**src/hdl/tbc_pkg.sv**
```systemverilog
package tbc_pkg;

    // Stack and name sizes.
    localparam int STACK_DEPTH = 32;
    localparam int MAX_TAG_LEN = 16;

    localparam int COUNT_W = $clog2(STACK_DEPTH + 1);
    localparam int POS_W   = $clog2(MAX_TAG_LEN + 1);
    localparam int IDX_W   = (MAX_TAG_LEN > 1) ? $clog2(MAX_TAG_LEN) : 1;

    // Characters the scanner reacts to.
    localparam logic [7:0] CHAR_LT    = 8'h3C;
    localparam logic [7:0] CHAR_SLASH = 8'h2F;
    localparam logic [7:0] CHAR_GT    = 8'h3E;
    localparam logic [7:0] CHAR_B     = 8'h62;
    localparam logic [7:0] CHAR_H     = 8'h68;
    localparam logic [7:0] CHAR_R     = 8'h72;

    // Scanner phase, one-hot.
    typedef enum logic [3:0] {
        PH_TEXT  = 4'b0001,
        PH_LT    = 4'b0010,
        PH_OPEN  = 4'b0100,
        PH_CLOSE = 4'b1000
    } phase_t;

    // Progress toward the void names br and hr.
    typedef enum logic [1:0] {
        VOID_NONE  = 2'd0,
        VOID_FIRST = 2'd1,
        VOID_FULL  = 2'd2
    } void_t;

    // Verdict and error codes.
    typedef enum logic [2:0] {
        VERDICT_OK        = 3'd0,
        VERDICT_CLOSE     = 3'd1,
        VERDICT_OPEN_LEFT = 3'd2,
        VERDICT_CAPACITY  = 3'd3,
        VERDICT_UNTERM    = 3'd4
    } verdict_t;

    typedef logic [MAX_TAG_LEN-1:0][7:0] name_t;
    typedef logic [POS_W-1:0]            len_t;

    // Shift command broadcast to every stack cell.
    typedef struct packed {
        logic push;
        logic pop;
    } stack_cmd_t;

    // Verdict formed on the last item of a text.
    typedef struct packed {
        verdict_t    verdict;
        logic [5:0]  depth;
    } result_t;

endpackage

```
**src/hdl/tbc_cell.sv**
```systemverilog
module tbc_cell (
    input  logic                clk,
    input  tbc_pkg::stack_cmd_t cmd,
    input  tbc_pkg::name_t      upper_name,
    input  tbc_pkg::len_t       upper_len,
    input  tbc_pkg::name_t      lower_name,
    input  tbc_pkg::len_t       lower_len,
    output tbc_pkg::name_t      name,
    output tbc_pkg::len_t       len
);
    import tbc_pkg::*;

    name_t name_reg;
    len_t  len_reg;

    // A push moves every entry one level deeper; a pop moves it one level up.
    always_ff @(posedge clk)
    begin
        if (cmd.push)
        begin
            name_reg <= upper_name;
            len_reg  <= upper_len;
        end
        else if (cmd.pop)
        begin
            name_reg <= lower_name;
            len_reg  <= lower_len;
        end
    end

    assign name = name_reg;
    assign len  = len_reg;

endmodule

```
**config.mk**
```make
export PLATFORM = sky130hd
export DESIGN_NAME = tbc_cell
export DESIGN_NICKNAME = d
export VERILOG_FILES = /design/src/hdl/tbc_pkg.sv /design/src/hdl/tbc_cell.sv
export SDC_FILE = /design/constraint.sdc
export NUM_CORES = 1
export LEC_CHECK = 0
export ABC_AREA = 1
export BUFFER_PORTS_ARGS = -buffer_cell sky130_fd_sc_hd__buf_2
export CORE_AREA = 2 2 155 157
export DETAILED_ROUTE_END_ITERATION = 6
export DIE_AREA = 0 0 157 159
export PLACE_DENSITY_LB_ADDON = 0.08
export SYNTH_ARGS = -nofsm -noshare
export SYNTH_HDL_FRONTEND = slang
export SYNTH_SLANG_ARGS = --single-unit
```
**constraint.sdc**
```tcl
create_clock -name clk -period 6.35 [get_ports clk]
set_input_delay 0.9525 -clock clk [delete_from_list [all_inputs] [get_ports clk]]
set_output_delay 0.9525 -clock clk [all_outputs]
set_load 0.005 [all_outputs]
```
# Yosys cells after proc, flatten, opt, wreduce, memory -nomap -nowiden
# Index checks and enable logic that the tools add are counted.
# W data, S select, Z words.
# totals
out_inout_bits	133
input_bits	269
register_bits	133
# op_classes
mux	4
n_reduce_logical	1
# ops
operator	count
$mux W128	2
$mux W5	2
$reduce_bool A2 Y1	1

# Depth between registers and ports, before layout
# logic_depth
depth_word	2
ltp_mapped	6
depth_no_buf	3

# Least setup slack after synthesis
# OpenSTA, ideal clock, no wires.
# synth_timing
path_kind	in2reg
from	input cmd[1] (netlist bit)
to	register len_reg[0] (netlist: len[0]) (enable)
slack_ns	3.064
setup_ns	0.436
arrival_ns	2.850
path_stages	3
n_path_buf	2
cell_sequence	buf_4 > buf_6 > or2_2
# synth_via
elab_chain_cells	1
# synth_lines
element	line_no	rtl
start: declaration	tbc_cell.sv:3	input tbc_pkg::stack_cmd_t cmd,
$reduce_bool A2 Y1 (no line)	n/a	
end signal: assignment	tbc_cell.sv:22	len_reg <= upper_len;
end signal: assignment	tbc_cell.sv:27	len_reg <= lower_len;
end: declaration	tbc_cell.sv:14	len_t len_reg;
# Every way passes these cells.
# A chain may end at the register's enable or synchronous reset.

# Final worst setup path
# layout_timing
from	input cmd[1] (netlist bit)
to	register name_reg, in the netlist name[6], data pin
# layout_via
elab_chain_cells	1
# layout_lines
element	line_no	rtl
$mux W128	tbc_cell.sv:19	if (cmd.push)
end signal: assignment	tbc_cell.sv:21	name_reg <= upper_name;
end signal: assignment	tbc_cell.sv:26	name_reg <= lower_name;
end: declaration	tbc_cell.sv:13	name_t name_reg;
# Every way passes these cells.

==> metrics <==
via/cell ratio=around 4.0; Worst EP arrival=slightly below 3 ns; chip height=between 150 and 200 um; DRC Markers=0; Seq pwr share=between 40% and 50%; CTS tree=done; RSZ-0062 raised after global routing=no; crit path max fanout=~80; grt peak-use layer=met2; main flop type after synthesis=edfxtp_1; Synth Register Bits=133; Core Area=about 23000 sq um; synth warn=0; pre-CTS setup slack=3.23 ns; vias=approximately 5200; max-slew violations=0; WHS=about 0.80 ns; vias in the first global route=around 5000; global route overflow=0; post-CTS setup buffers=0; first-pass GRT wire length=just under 30 mm; status=finished, final reports clean; dominant cell type by area after synthesis=edfxtp_1; Die Span X=approximately 160 um; combinational power share=12.8%; Power Dens Cells=between 200 and 300 nW/um^2; IO Pins=about 400; Post-Syn Instances=between 500 and 600; CTS Hold Bufs=0; grt met3 use=~6.8%; peak supply drop=between 0.15 and 0.2 mV; Worst Tran Pin Value=between 0.9 and 1 ns; Switching Power=roughly 0.00057 W; area grow syn2layout=50.5%; DRT Pass-1 Iters=4; H-tree Lvls=4; Placer Congestion=around 0.76; total CTS buffers=17; Critical Path Source Type=input pin; largest net degree at the start of global routing=~130; Static Leakage=between 4 and 5 nW; final hold viol count=0; critical path required time=6.63 ns; max frequency=roughly 0.38 GHz; Worst setup EP type=register; sequential area share after synthesis=70.0%; routing usage on met1=17.3%; count leader, synth=nand2_1; final setup TNS=0 ns; syn_nets=about 830; final setup fails=0; placed cells=around 1300; Avg WL per Cell=around 15 um; Post-Syn Area per Cell=about 10 sq um; initial core utilization=between 20% and 30%; Synth top area share=between 60% and 70%; Netlist cell types=7; Clock Pin Slew Worst Setup and Hold Paths=roughly 0.06 ns; number of flip-flops in the largest register=around 130; max cap viols=0; Row Count=56; Final WS setup=3.74 ns; Setup CP Type=input pin to register; Clock power frac=between 40% and 50%; nets@finish=roughly 1200; Iter 0 DRT Violations=~270; final cell count without fillers=1288; synthesized cell area=5710 sq um; post-route ant nets=0; synth cell count leaders=nand2_1, edfxtp_1, buf_2; Root Buffer=clkbuf_16; Post-synth EDFFs=133; detailed placement HPWL=14.4 mm; All-Layer GR Usage=between 10% and 20%; Port Buffer Count=between 400 and 500; die area=~25000 sq um; final worst path period share=41.1%; CTS max path bufs=2; ranking of synthesized cells by area=edfxtp_1, nand2_1, buf_6, buf_2, buf_4; # resized after CTS=0; initial antenna violation count=3; layout cells sized above 1=around 45%; Hold Path Class=input pin to register; Net Sw Frac=23.0%; Rel. slew slack=between 30% and 40%; total internal power=slightly below 0.002 W; total power=approximately 0.0025 W; async set-reset flop share out of synthesis=0%; Global Route met2 Usage=between 20% and 30%; Total Wirelength=19.8 mm; # clock sinks=around 130; fin crit period=approximately 2.6 ns
## per-layer routing
| layer | up-vias | routed length (um) | share of wire, % |
|---|---|---|---|
| li1 | 2595 | - | - |
| met1 | 2307 | 7610 | 39 |
| met2 | 265 | 9650 | 49 |
| met3 | 21 | 2170 | 11 |
| met4 | 2 | 310 | 1.6 |
| met5 | - | 12 | 0.061 |
## worst paths after layout
kind                  startpoint        to  cells past startpoint  slack (ns)
setup / recovery          cmd[1]   name[6]                      5        3.74
hold / removal    lower_name[28]  name[28]                      3        0.80
## kinds of logic after synthesis
logic type,count (synthesis),share of synthesized area [%]
simple gates,400,26.3
buf+inv,30,3.68
flops,133,70.0
## placed cells by master, fill, tap and decap left out
| cell type | instances |
|---|---|
| buf_4 | 3 |
| clkinvlp_4 | 3 |
| diode_2 | 2 |
| or2_4 | 1 |
| clkbuf_16 | 17 |
| nand2_1 | 399 |
| inv_4 | 1 |
| buf_2 | 400 |
| bufinv_16 | 5 |
| edfxtp_1 | 133 |
| buf_12 | 1 |
| clkinv_4 | 4 |
## per-stage QoR
step | utilization (%) | instance area (sq um)
after detailed placement | 34.3 | 7950
after global routing | 37.0 | 8590
final | 37.0 | 8590
after CTS | 37.0 | 8580
after floorplan | - | 5710
after global placement | 34.3 | 7950
## power groups by stage
stage / sequential, W / combinational (W) / clock [W]
floorplan: 0.00114 / 0.0000963 / 0
global placement: 0.00112 / 0.000333 / 0
detailed placement: 0.00112 / 0.000328 / 0
CTS: 0.00110 / 0.000328 / 0.00110
global route: 0.00111 / 0.000360 / 0.00114
finish: 0.00110 / 0.000320 / 0.00107
## worst max-delay path, cell delays in order
cell	delay, ns
buf_4	0.31
inv_4	0.52
buf_4	0.76
nand2_1	0.15
nand2_1	0.10
## area by class of cell
type | instances | area [sq um]
clock buffers | 17 | 425
flip-flops and latches | 133 | 3990
inverters | 1 | 6.26
diodes | 2 | 5.00
well taps | 319 | 399
clock inverters | 12 | 208
repair buffers | 404 | 2040
multi-input cells | 400 | 1510
fillers | 2462 | 14600
Power figures use the tool's default switching activity.
