File: config.mk
export PLATFORM = sky130hd
export DESIGN_NAME = tbc_scan
export DESIGN_NICKNAME = d
export VERILOG_FILES = /design/src/hdl/tbc_pkg.sv /design/src/hdl/tbc_scan.sv
export SDC_FILE = /design/constraint.sdc
export NUM_CORES = 1
export LEC_CHECK = 0
export ABC_AREA = 1
export BUFFER_PORTS_ARGS = -buffer_cell sky130_fd_sc_hd__buf_2
export CAP_MARGIN = 40
export CORE_MARGIN = 3
export CORE_UTILIZATION = 31
export CTS_CLUSTER_DIAMETER = 120
export DETAILED_ROUTE_END_ITERATION = 8
export PLACE_DENSITY_LB_ADDON = 0.1
export RECOVER_POWER = 100
export SLEW_MARGIN = 20
export SYNTH_ARGS = -nofsm -noshare
export SYNTH_HDL_FRONTEND = slang
export SYNTH_SLANG_ARGS = --single-unit
File: constraint.sdc
create_clock -name clk -period 2.5 [get_ports clk]
set_input_delay 0.5 -clock clk [delete_from_list [all_inputs] [get_ports clk]]
set_output_delay 0.5 -clock clk [all_outputs]
set_load 0.1 [all_outputs]
File: src/hdl/tbc_pkg.sv
package tbc_pkg;

    // Stack and name sizes.
    localparam int STACK_DEPTH = 32;
    localparam int MAX_TAG_LEN = 16;

    localparam int COUNT_W = $clog2(STACK_DEPTH + 1);
    localparam int POS_W   = $clog2(MAX_TAG_LEN + 1);
    localparam int IDX_W   = (MAX_TAG_LEN > 1) ? $clog2(MAX_TAG_LEN) : 1;

    // Characters the scanner reacts to.
    localparam logic [7:0] CHAR_LT    = 8'h3C;
    localparam logic [7:0] CHAR_SLASH = 8'h2F;
    localparam logic [7:0] CHAR_GT    = 8'h3E;
    localparam logic [7:0] CHAR_B     = 8'h62;
    localparam logic [7:0] CHAR_H     = 8'h68;
    localparam logic [7:0] CHAR_R     = 8'h72;

    // Scanner phase, one-hot.
    typedef enum logic [3:0] {
        PH_TEXT  = 4'b0001,
        PH_LT    = 4'b0010,
        PH_OPEN  = 4'b0100,
        PH_CLOSE = 4'b1000
    } phase_t;

    // Progress toward the void names br and hr.
    typedef enum logic [1:0] {
        VOID_NONE  = 2'd0,
        VOID_FIRST = 2'd1,
        VOID_FULL  = 2'd2
    } void_t;

    // Verdict and error codes.
    typedef enum logic [2:0] {
        VERDICT_OK        = 3'd0,
        VERDICT_CLOSE     = 3'd1,
        VERDICT_OPEN_LEFT = 3'd2,
        VERDICT_CAPACITY  = 3'd3,
        VERDICT_UNTERM    = 3'd4
    } verdict_t;

    typedef logic [MAX_TAG_LEN-1:0][7:0] name_t;
    typedef logic [POS_W-1:0]            len_t;

    // Shift command broadcast to every stack cell.
    typedef struct packed {
        logic push;
        logic pop;
    } stack_cmd_t;

    // Verdict formed on the last item of a text.
    typedef struct packed {
        verdict_t    verdict;
        logic [5:0]  depth;
    } result_t;

endpackage

File: src/hdl/tbc_scan.sv
module tbc_scan (
    input  logic                clk,
    input  logic                rst_n,
    input  logic                in_fire,
    input  logic [7:0]          text_byte,
    input  logic                byte_present,
    input  logic                end_of_text,
    input  tbc_pkg::name_t      top_name,
    input  tbc_pkg::len_t       top_len,
    output tbc_pkg::stack_cmd_t cmd,
    output tbc_pkg::name_t      push_name,
    output tbc_pkg::len_t       push_len,
    output tbc_pkg::result_t    result
);
    import tbc_pkg::*;

    phase_t             phase_reg, phase_next;
    logic [COUNT_W-1:0] count_reg, count_next;
    len_t               pos_reg, pos_next;
    logic               differs_reg, differs_next;
    void_t              void_reg, void_next;
    verdict_t           err_reg, err_next;
    name_t              buf_reg, buf_next;

    // Scanner step for one accepted byte.
    always_comb
    begin
        phase_next   = phase_reg;
        count_next   = count_reg;
        pos_next     = pos_reg;
        differs_next = differs_reg;
        void_next    = void_reg;
        err_next     = err_reg;
        buf_next     = buf_reg;
        cmd          = '0;

        if (in_fire && byte_present && (err_reg == VERDICT_OK))
        begin
            case (phase_reg)
                PH_TEXT:
                begin
                    if (text_byte == CHAR_LT)
                        phase_next = PH_LT;
                end
                PH_LT:
                begin
                    pos_next  = '0;
                    void_next = VOID_NONE;
                    if (text_byte == CHAR_SLASH)
                    begin
                        differs_next = (count_reg == '0);
                        phase_next   = PH_CLOSE;
                    end
                    else if (text_byte == CHAR_GT)
                    begin
                        // Empty name, never void.
                        if (count_reg >= COUNT_W'(STACK_DEPTH))
                            err_next = VERDICT_CAPACITY;
                        else
                        begin
                            cmd.push   = 1'b1;
                            count_next = COUNT_W'(count_reg + 1'b1);
                        end
                        phase_next = PH_TEXT;
                    end
                    else
                    begin
                        phase_next  = PH_OPEN;
                        buf_next[0] = text_byte;
                        void_next   = ((text_byte == CHAR_B) || (text_byte == CHAR_H)) ?
                                      VOID_FIRST : VOID_NONE;
                        pos_next    = POS_W'(1);
                    end
                end
                PH_OPEN:
                begin
                    if (text_byte == CHAR_GT)
                    begin
                        if (!((void_reg == VOID_FULL) && (pos_reg == POS_W'(2))))
                        begin
                            if (count_reg >= COUNT_W'(STACK_DEPTH))
                                err_next = VERDICT_CAPACITY;
                            else
                            begin
                                cmd.push   = 1'b1;
                                count_next = COUNT_W'(count_reg + 1'b1);
                            end
                        end
                        phase_next = PH_TEXT;
                    end
                    else if (pos_reg >= POS_W'(MAX_TAG_LEN))
                        err_next = VERDICT_CAPACITY;
                    else
                    begin
                        buf_next[pos_reg[IDX_W-1:0]] = text_byte;
                        if (pos_reg == POS_W'(1))
                            void_next = ((void_reg == VOID_FIRST) && (text_byte == CHAR_R)) ?
                                        VOID_FULL : VOID_NONE;
                        else
                            void_next = VOID_NONE;
                        pos_next = POS_W'(pos_reg + 1'b1);
                    end
                end
                default:
                begin
                    if (text_byte == CHAR_GT)
                    begin
                        if (differs_reg || (count_reg == '0) || (pos_reg != top_len))
                            err_next = VERDICT_CLOSE;
                        else
                        begin
                            cmd.pop    = 1'b1;
                            count_next = COUNT_W'(count_reg - 1'b1);
                        end
                        phase_next = PH_TEXT;
                    end
                    else if (pos_reg >= POS_W'(MAX_TAG_LEN))
                        err_next = VERDICT_CAPACITY;
                    else
                    begin
                        // Compare against the name on top of the stack.
                        if (differs_reg || (count_reg == '0) || (pos_reg >= top_len) ||
                            (top_name[pos_reg[IDX_W-1:0]] != text_byte))
                            differs_next = 1'b1;
                        pos_next = POS_W'(pos_reg + 1'b1);
                    end
                end
            endcase
        end
    end

    // Verdict from the state after the last byte.
    always_comb
    begin
        if (err_next != VERDICT_OK)
            result.verdict = err_next;
        else if (phase_next != PH_TEXT)
            result.verdict = VERDICT_UNTERM;
        else if (count_next != '0)
            result.verdict = VERDICT_OPEN_LEFT;
        else
            result.verdict = VERDICT_OK;
        result.depth = (32'(count_next) > 32'd63) ? 6'd63 : 6'(count_next);
    end

    assign push_name = buf_next;
    assign push_len  = pos_next;

    // Control state; the end of a text returns it to the reset values.
    always_ff @(posedge clk or negedge rst_n)
    begin
        if (!rst_n)
        begin
            phase_reg   <= PH_TEXT;
            count_reg   <= '0;
            pos_reg     <= '0;
            differs_reg <= 1'b0;
            void_reg    <= VOID_NONE;
            err_reg     <= VERDICT_OK;
        end
        else if (in_fire && end_of_text)
        begin
            phase_reg   <= PH_TEXT;
            count_reg   <= '0;
            pos_reg     <= '0;
            differs_reg <= 1'b0;
            void_reg    <= VOID_NONE;
            err_reg     <= VERDICT_OK;
        end
        else
        begin
            phase_reg   <= phase_next;
            count_reg   <= count_next;
            pos_reg     <= pos_next;
            differs_reg <= differs_next;
            void_reg    <= void_next;
            err_reg     <= err_next;
        end
    end

    // Buffer for the opening name being collected.
    always_ff @(posedge clk)
    begin
        buf_reg <= buf_next;
    end

endmodule

# Yosys cells after proc, flatten, opt, wreduce, memory -nomap -nowiden
# Index checks and enable logic that the tools add are counted.
# word_totals
register_bits,149
word_cells,151
# classes
add_sub_neg,3
order_cmp,5
eq_ne,22
mux,77
reduce_logical,22
# ops
op,count
$mux 128,3
$bwmux 128,1
$mux 120,1
$mux 6,9
$mux 3,13
$bmux 8 s4,1
$demux 8 s4,1
$mux 8,4
$eq 8x6->1 const B,3
$eq 8x7->1 const B,3
$mux 4,5
$mux 5,4
$mux 1,19
$pmux 6 s3,1
$mux 2,8
$pmux 8 s2,1
$pmux 5 s2,1
$ne 3x3->1 const B,3
$pmux 3 s3,1
$reduce_bool 3->1,3
$ne 8x8->1,1
$pmux 4 s2,1
$add 6x1->6 const B,1
$ge 6x6->1 const B,1
other kinds (29),40

# Logic depth before layout (Yosys ltp)
# depth
word_depth,11
mapped_depth,19
ltp_nobuf,18

# Worst setup path before layout
# OpenSTA, ideal clock, no wires.
# synth_timing
path_type,flip-flop to output port
startpoint,register pos_reg[0]
endpoint,output port push_name[16] (netlist bit)
arrival_time_ns,3.862
required_time_ns,2.000
path_slack_ns,-1.862
path_stages_with_launch,10
path_buffers,3
path_cell_list,dfrtp_1 > buf_2 > inv_2 > clkbuf_1 > ha_1 > nand2_1 > nor2_1 > nand3_1 > clkbuf_1 > o21ai_0
# synth_rtl
element,line,source
from (decl),tbc_scan.sv:19,"len_t pos_reg, pos_next;"
from (signal assigned),tbc_scan.sv:174,pos_reg <= pos_next;
to (decl),tbc_scan.sv:11,"output tbc_pkg::name_t push_name,"

==> metrics <==
Post-synth EDFFs 0; Die Y 164.1 um; grt ovf 0; row count 57; Detailed Place HPWL 23,010 um; DRT Pass-1 Iters 5; Synth top area share 33.05%; Max transition margin approximately 11%; Syn Nets 1,273; TritonCTS clock tree built; die area around 27,000 sq um; fin util a little over two thirds; RSZ-0062 raised after global routing true; post-synth cell types 45; DR DRC count 0; max FFs per register about 130; slowest CP cell dfrtp_2; worst-case clock buffer depth 2; synthesized area per cell 6.947 sq um; CP startpoint kind flop; initial DRC count 549; r2r endpoint buf_reg[74]; Hold Buf Count CTS 0; CP required roughly 2000 ps; final wirelength 34,080 um; CP Max Fanout 3; VDD IR max between 0.3 and 0.4 mV; pins over their slew limit 0; Fmax 0.3151 GHz; Die X between 150 and 200 um; cell accounting for the most synthesized area dfxtp_1; Port-buffer cells 289; worst setup slack after placement -547.7 ps; origin of the critical flop-to-flop path phase_reg[1]; share of layout cells above drive strength 1 56.86%; ant diodes 0; Tightest Hold Check Type in -> async; Final WS setup -673.9 ps; Final nets 1,785; initial core utilization 31.69%; CTS Buf Count 17; Netlist Area Pre-Place 7752 sq um; flops & latches, synth 149; failing checks negative setup slack; # setup viols final between 100 and 150; fin crit period 3174 ps; CTS H-tree depth 4; Seq/Total Area, Yosys 39.85%; worst path cell trace ha_4, nand2_4, nor2_4, nand2_2, nor2_4, buf_6, nand2_2, o21ai_2, nand2_1, o211ai_1, nand3_2, nand2_4, nor2_2, nand3_1, nand2_2, nand2_8, buf_12; max capacitance violation total 0; most frequent CP cell nand2_2; GR peak layer met2; Primary FF master, synth dfxtp_1; critical path class reg -> out; status finished with violations; Area Growth Syn to Fin 119.3%; CTS sink cnt 149; clock latency at the later pin of the worst-skew pair between 400 and 500 ps; Core ar. 24,460 sq um; Clock Skew 10.25 ps; ranking of synthesized cells by area dfxtp_1, nand2_1, nor2_1; vias 9,260; leakage power 7.747 nW; gpl congestion approximately 0.84; synthesized netlist cell count roughly 1,100; crit share post-route 127.0%; Cell Pwr Density 342.5 nW/um^2; met2 GRT Util 42.31%; slew of the pin with the lowest slew margin 1334 ps; first-pass GRT wire length 50,220 um; met3 usage in global routing under 10%; Reg2Reg Depth 11; initial antenna violation count 0; largest net degree at the start of global routing 62; Critical Path Max Stage Delay between 400 and 500 ps; setup slack, reg-to-reg 160 ps; Ys Warns 0; Final Hold Vio Count 0; CTS clock-pin slew for the worst setup and hold paths 70 ps; vias per cell 4.712; CTS root buffer clkbuf_16; vias in the first global route 9,296; crit path DAT 2670 ps; asr flop ratio synth ~14%; Hold Slack 351.5 ps; Routed WL per cell 17.34 um; Top Ports slightly below 300; grt met1 use between 20% and 30%; Critical Path End Type primary output; final antenna-violating net count 0; GRT Total Usage 23.97%
through the flow:
step	setup TNS (ps)	total power, mW	instances	area (sq um)
global route	-87500	6.019	1965	17000
finish	-74010	5.822	1965	17000
floorplan	-33240	2.813	1116	9319
detailed placement	-45790	3.087	1825	14090
global placement	-42970	3.081	1825	14090
CTS	-74200	5.835	1928	16220
repair_timing:
item / CTS / global route
pin swaps: 43 / 53
resized for setup: 225 / 129
setup endpoints to repair: 144 / 145
buffers inserted: 69 / 43
cloned: 6 / 1
Yosys cell counts (15+ instances only):
master    count
nand2_1     258
nor2_1      186
dfxtp_1     128
inv_1       125
o21ai_0      96
a21oi_1      69
nand3_1      47
clkbuf_1     27
mux2_2       24
dfrtp_1      20
mux2i_1      16
nor3_1       16
buf_2        15
per-layer routing:
metal | share of wire (%) | up-vias
met5 | 0 | -
met4 | 1.7 | 0
met3 | 6.1 | 40
met2 | 51 | 276
met1 | 41 | 4347
li1 | - | 4597
worst max-delay path by stage:
stage                 start             to  slack, ps  cells past startpoint
2_1_floorplan  phase_reg[1]  push_name[38]       -420                      8
3_3_place_gp   text_byte[7]      result[8]       -530                     14
3_5_place_dp   text_byte[6]  push_name[78]       -550                     13
4_1_cts          pos_reg[2]      result[7]       -700                     17
5_1_grt          pos_reg[4]      result[7]       -820                     17
6_report         pos_reg[4]      result[7]       -670                     17
kinds of logic (layout without fill, tap and decap cells):
| family | Yosys count | in the layout | synth area share (%) |
|---|---|---|---|
| flops | 149 | 149 | 39.85 |
| fa+ha+maj | 11 | 11 | 1.775 |
| xor+xnor | 3 | 3 | 0.3390 |
| compound gates | 187 | 187 | 12.64 |
| buf+inv | 183 | 708 | 9.538 |
| mux | 40 | 40 | 5.552 |
| simple gates | 543 | 543 | 30.31 |
worst max-delay path: cells and delay by family, from the launching register on:
family	cells	cell delay [ps]
and+or+nand+nor	12	1030
DFF	1	440
buffers and inverters	2	290
adders and majority gates	1	290
AOI/OAI and AO/OA	2	160
placed cells by master, fill, tap and decap left out, drive strengths merged, types with 2 or more instances in the layout:
| cell type | n |
|---|---|
| buf | 537 |
| nand2 | 263 |
| nor2 | 199 |
| inv | 134 |
| dfxtp | 128 |
| o21ai | 98 |
| a21oi | 69 |
| nand3 | 47 |
| clkbuf | 25 |
| mux2 | 24 |
| dfrtp | 20 |
| nor3 | 16 |
| mux2i | 16 |
| ha | 11 |
| nand4 | 9 |
| nor4 | 8 |
| o22ai | 7 |
| clkinvlp | 6 |
| o211ai | 3 |
| xor2 | 3 |
| bufinv | 3 |
| clkinv | 3 |
| a31oi | 2 |
| o31ai | 2 |
where the power goes:
| group | internal [mW] | switching (mW) | total (mW) |
|---|---|---|---|
| clock | 1.52 | 1.19 | 2.71 |
| combinational | 0.286 | 0.422 | 0.709 |
| sequential | 2.40 | 0.0115 | 2.41 |
area by class of cell:
class	count	area [sq um]
Clock buffer	17	425.4
Timing Repair Buffer	545	6117
Multi-Input combinational cell	784	6203
Tap cell	324	405.4
Sequential cell	149	3094
Clock inverter	15	181.4
Fill cell	1809	7463
Inverter	131	571.8
(Power assumes the default switching activity.)
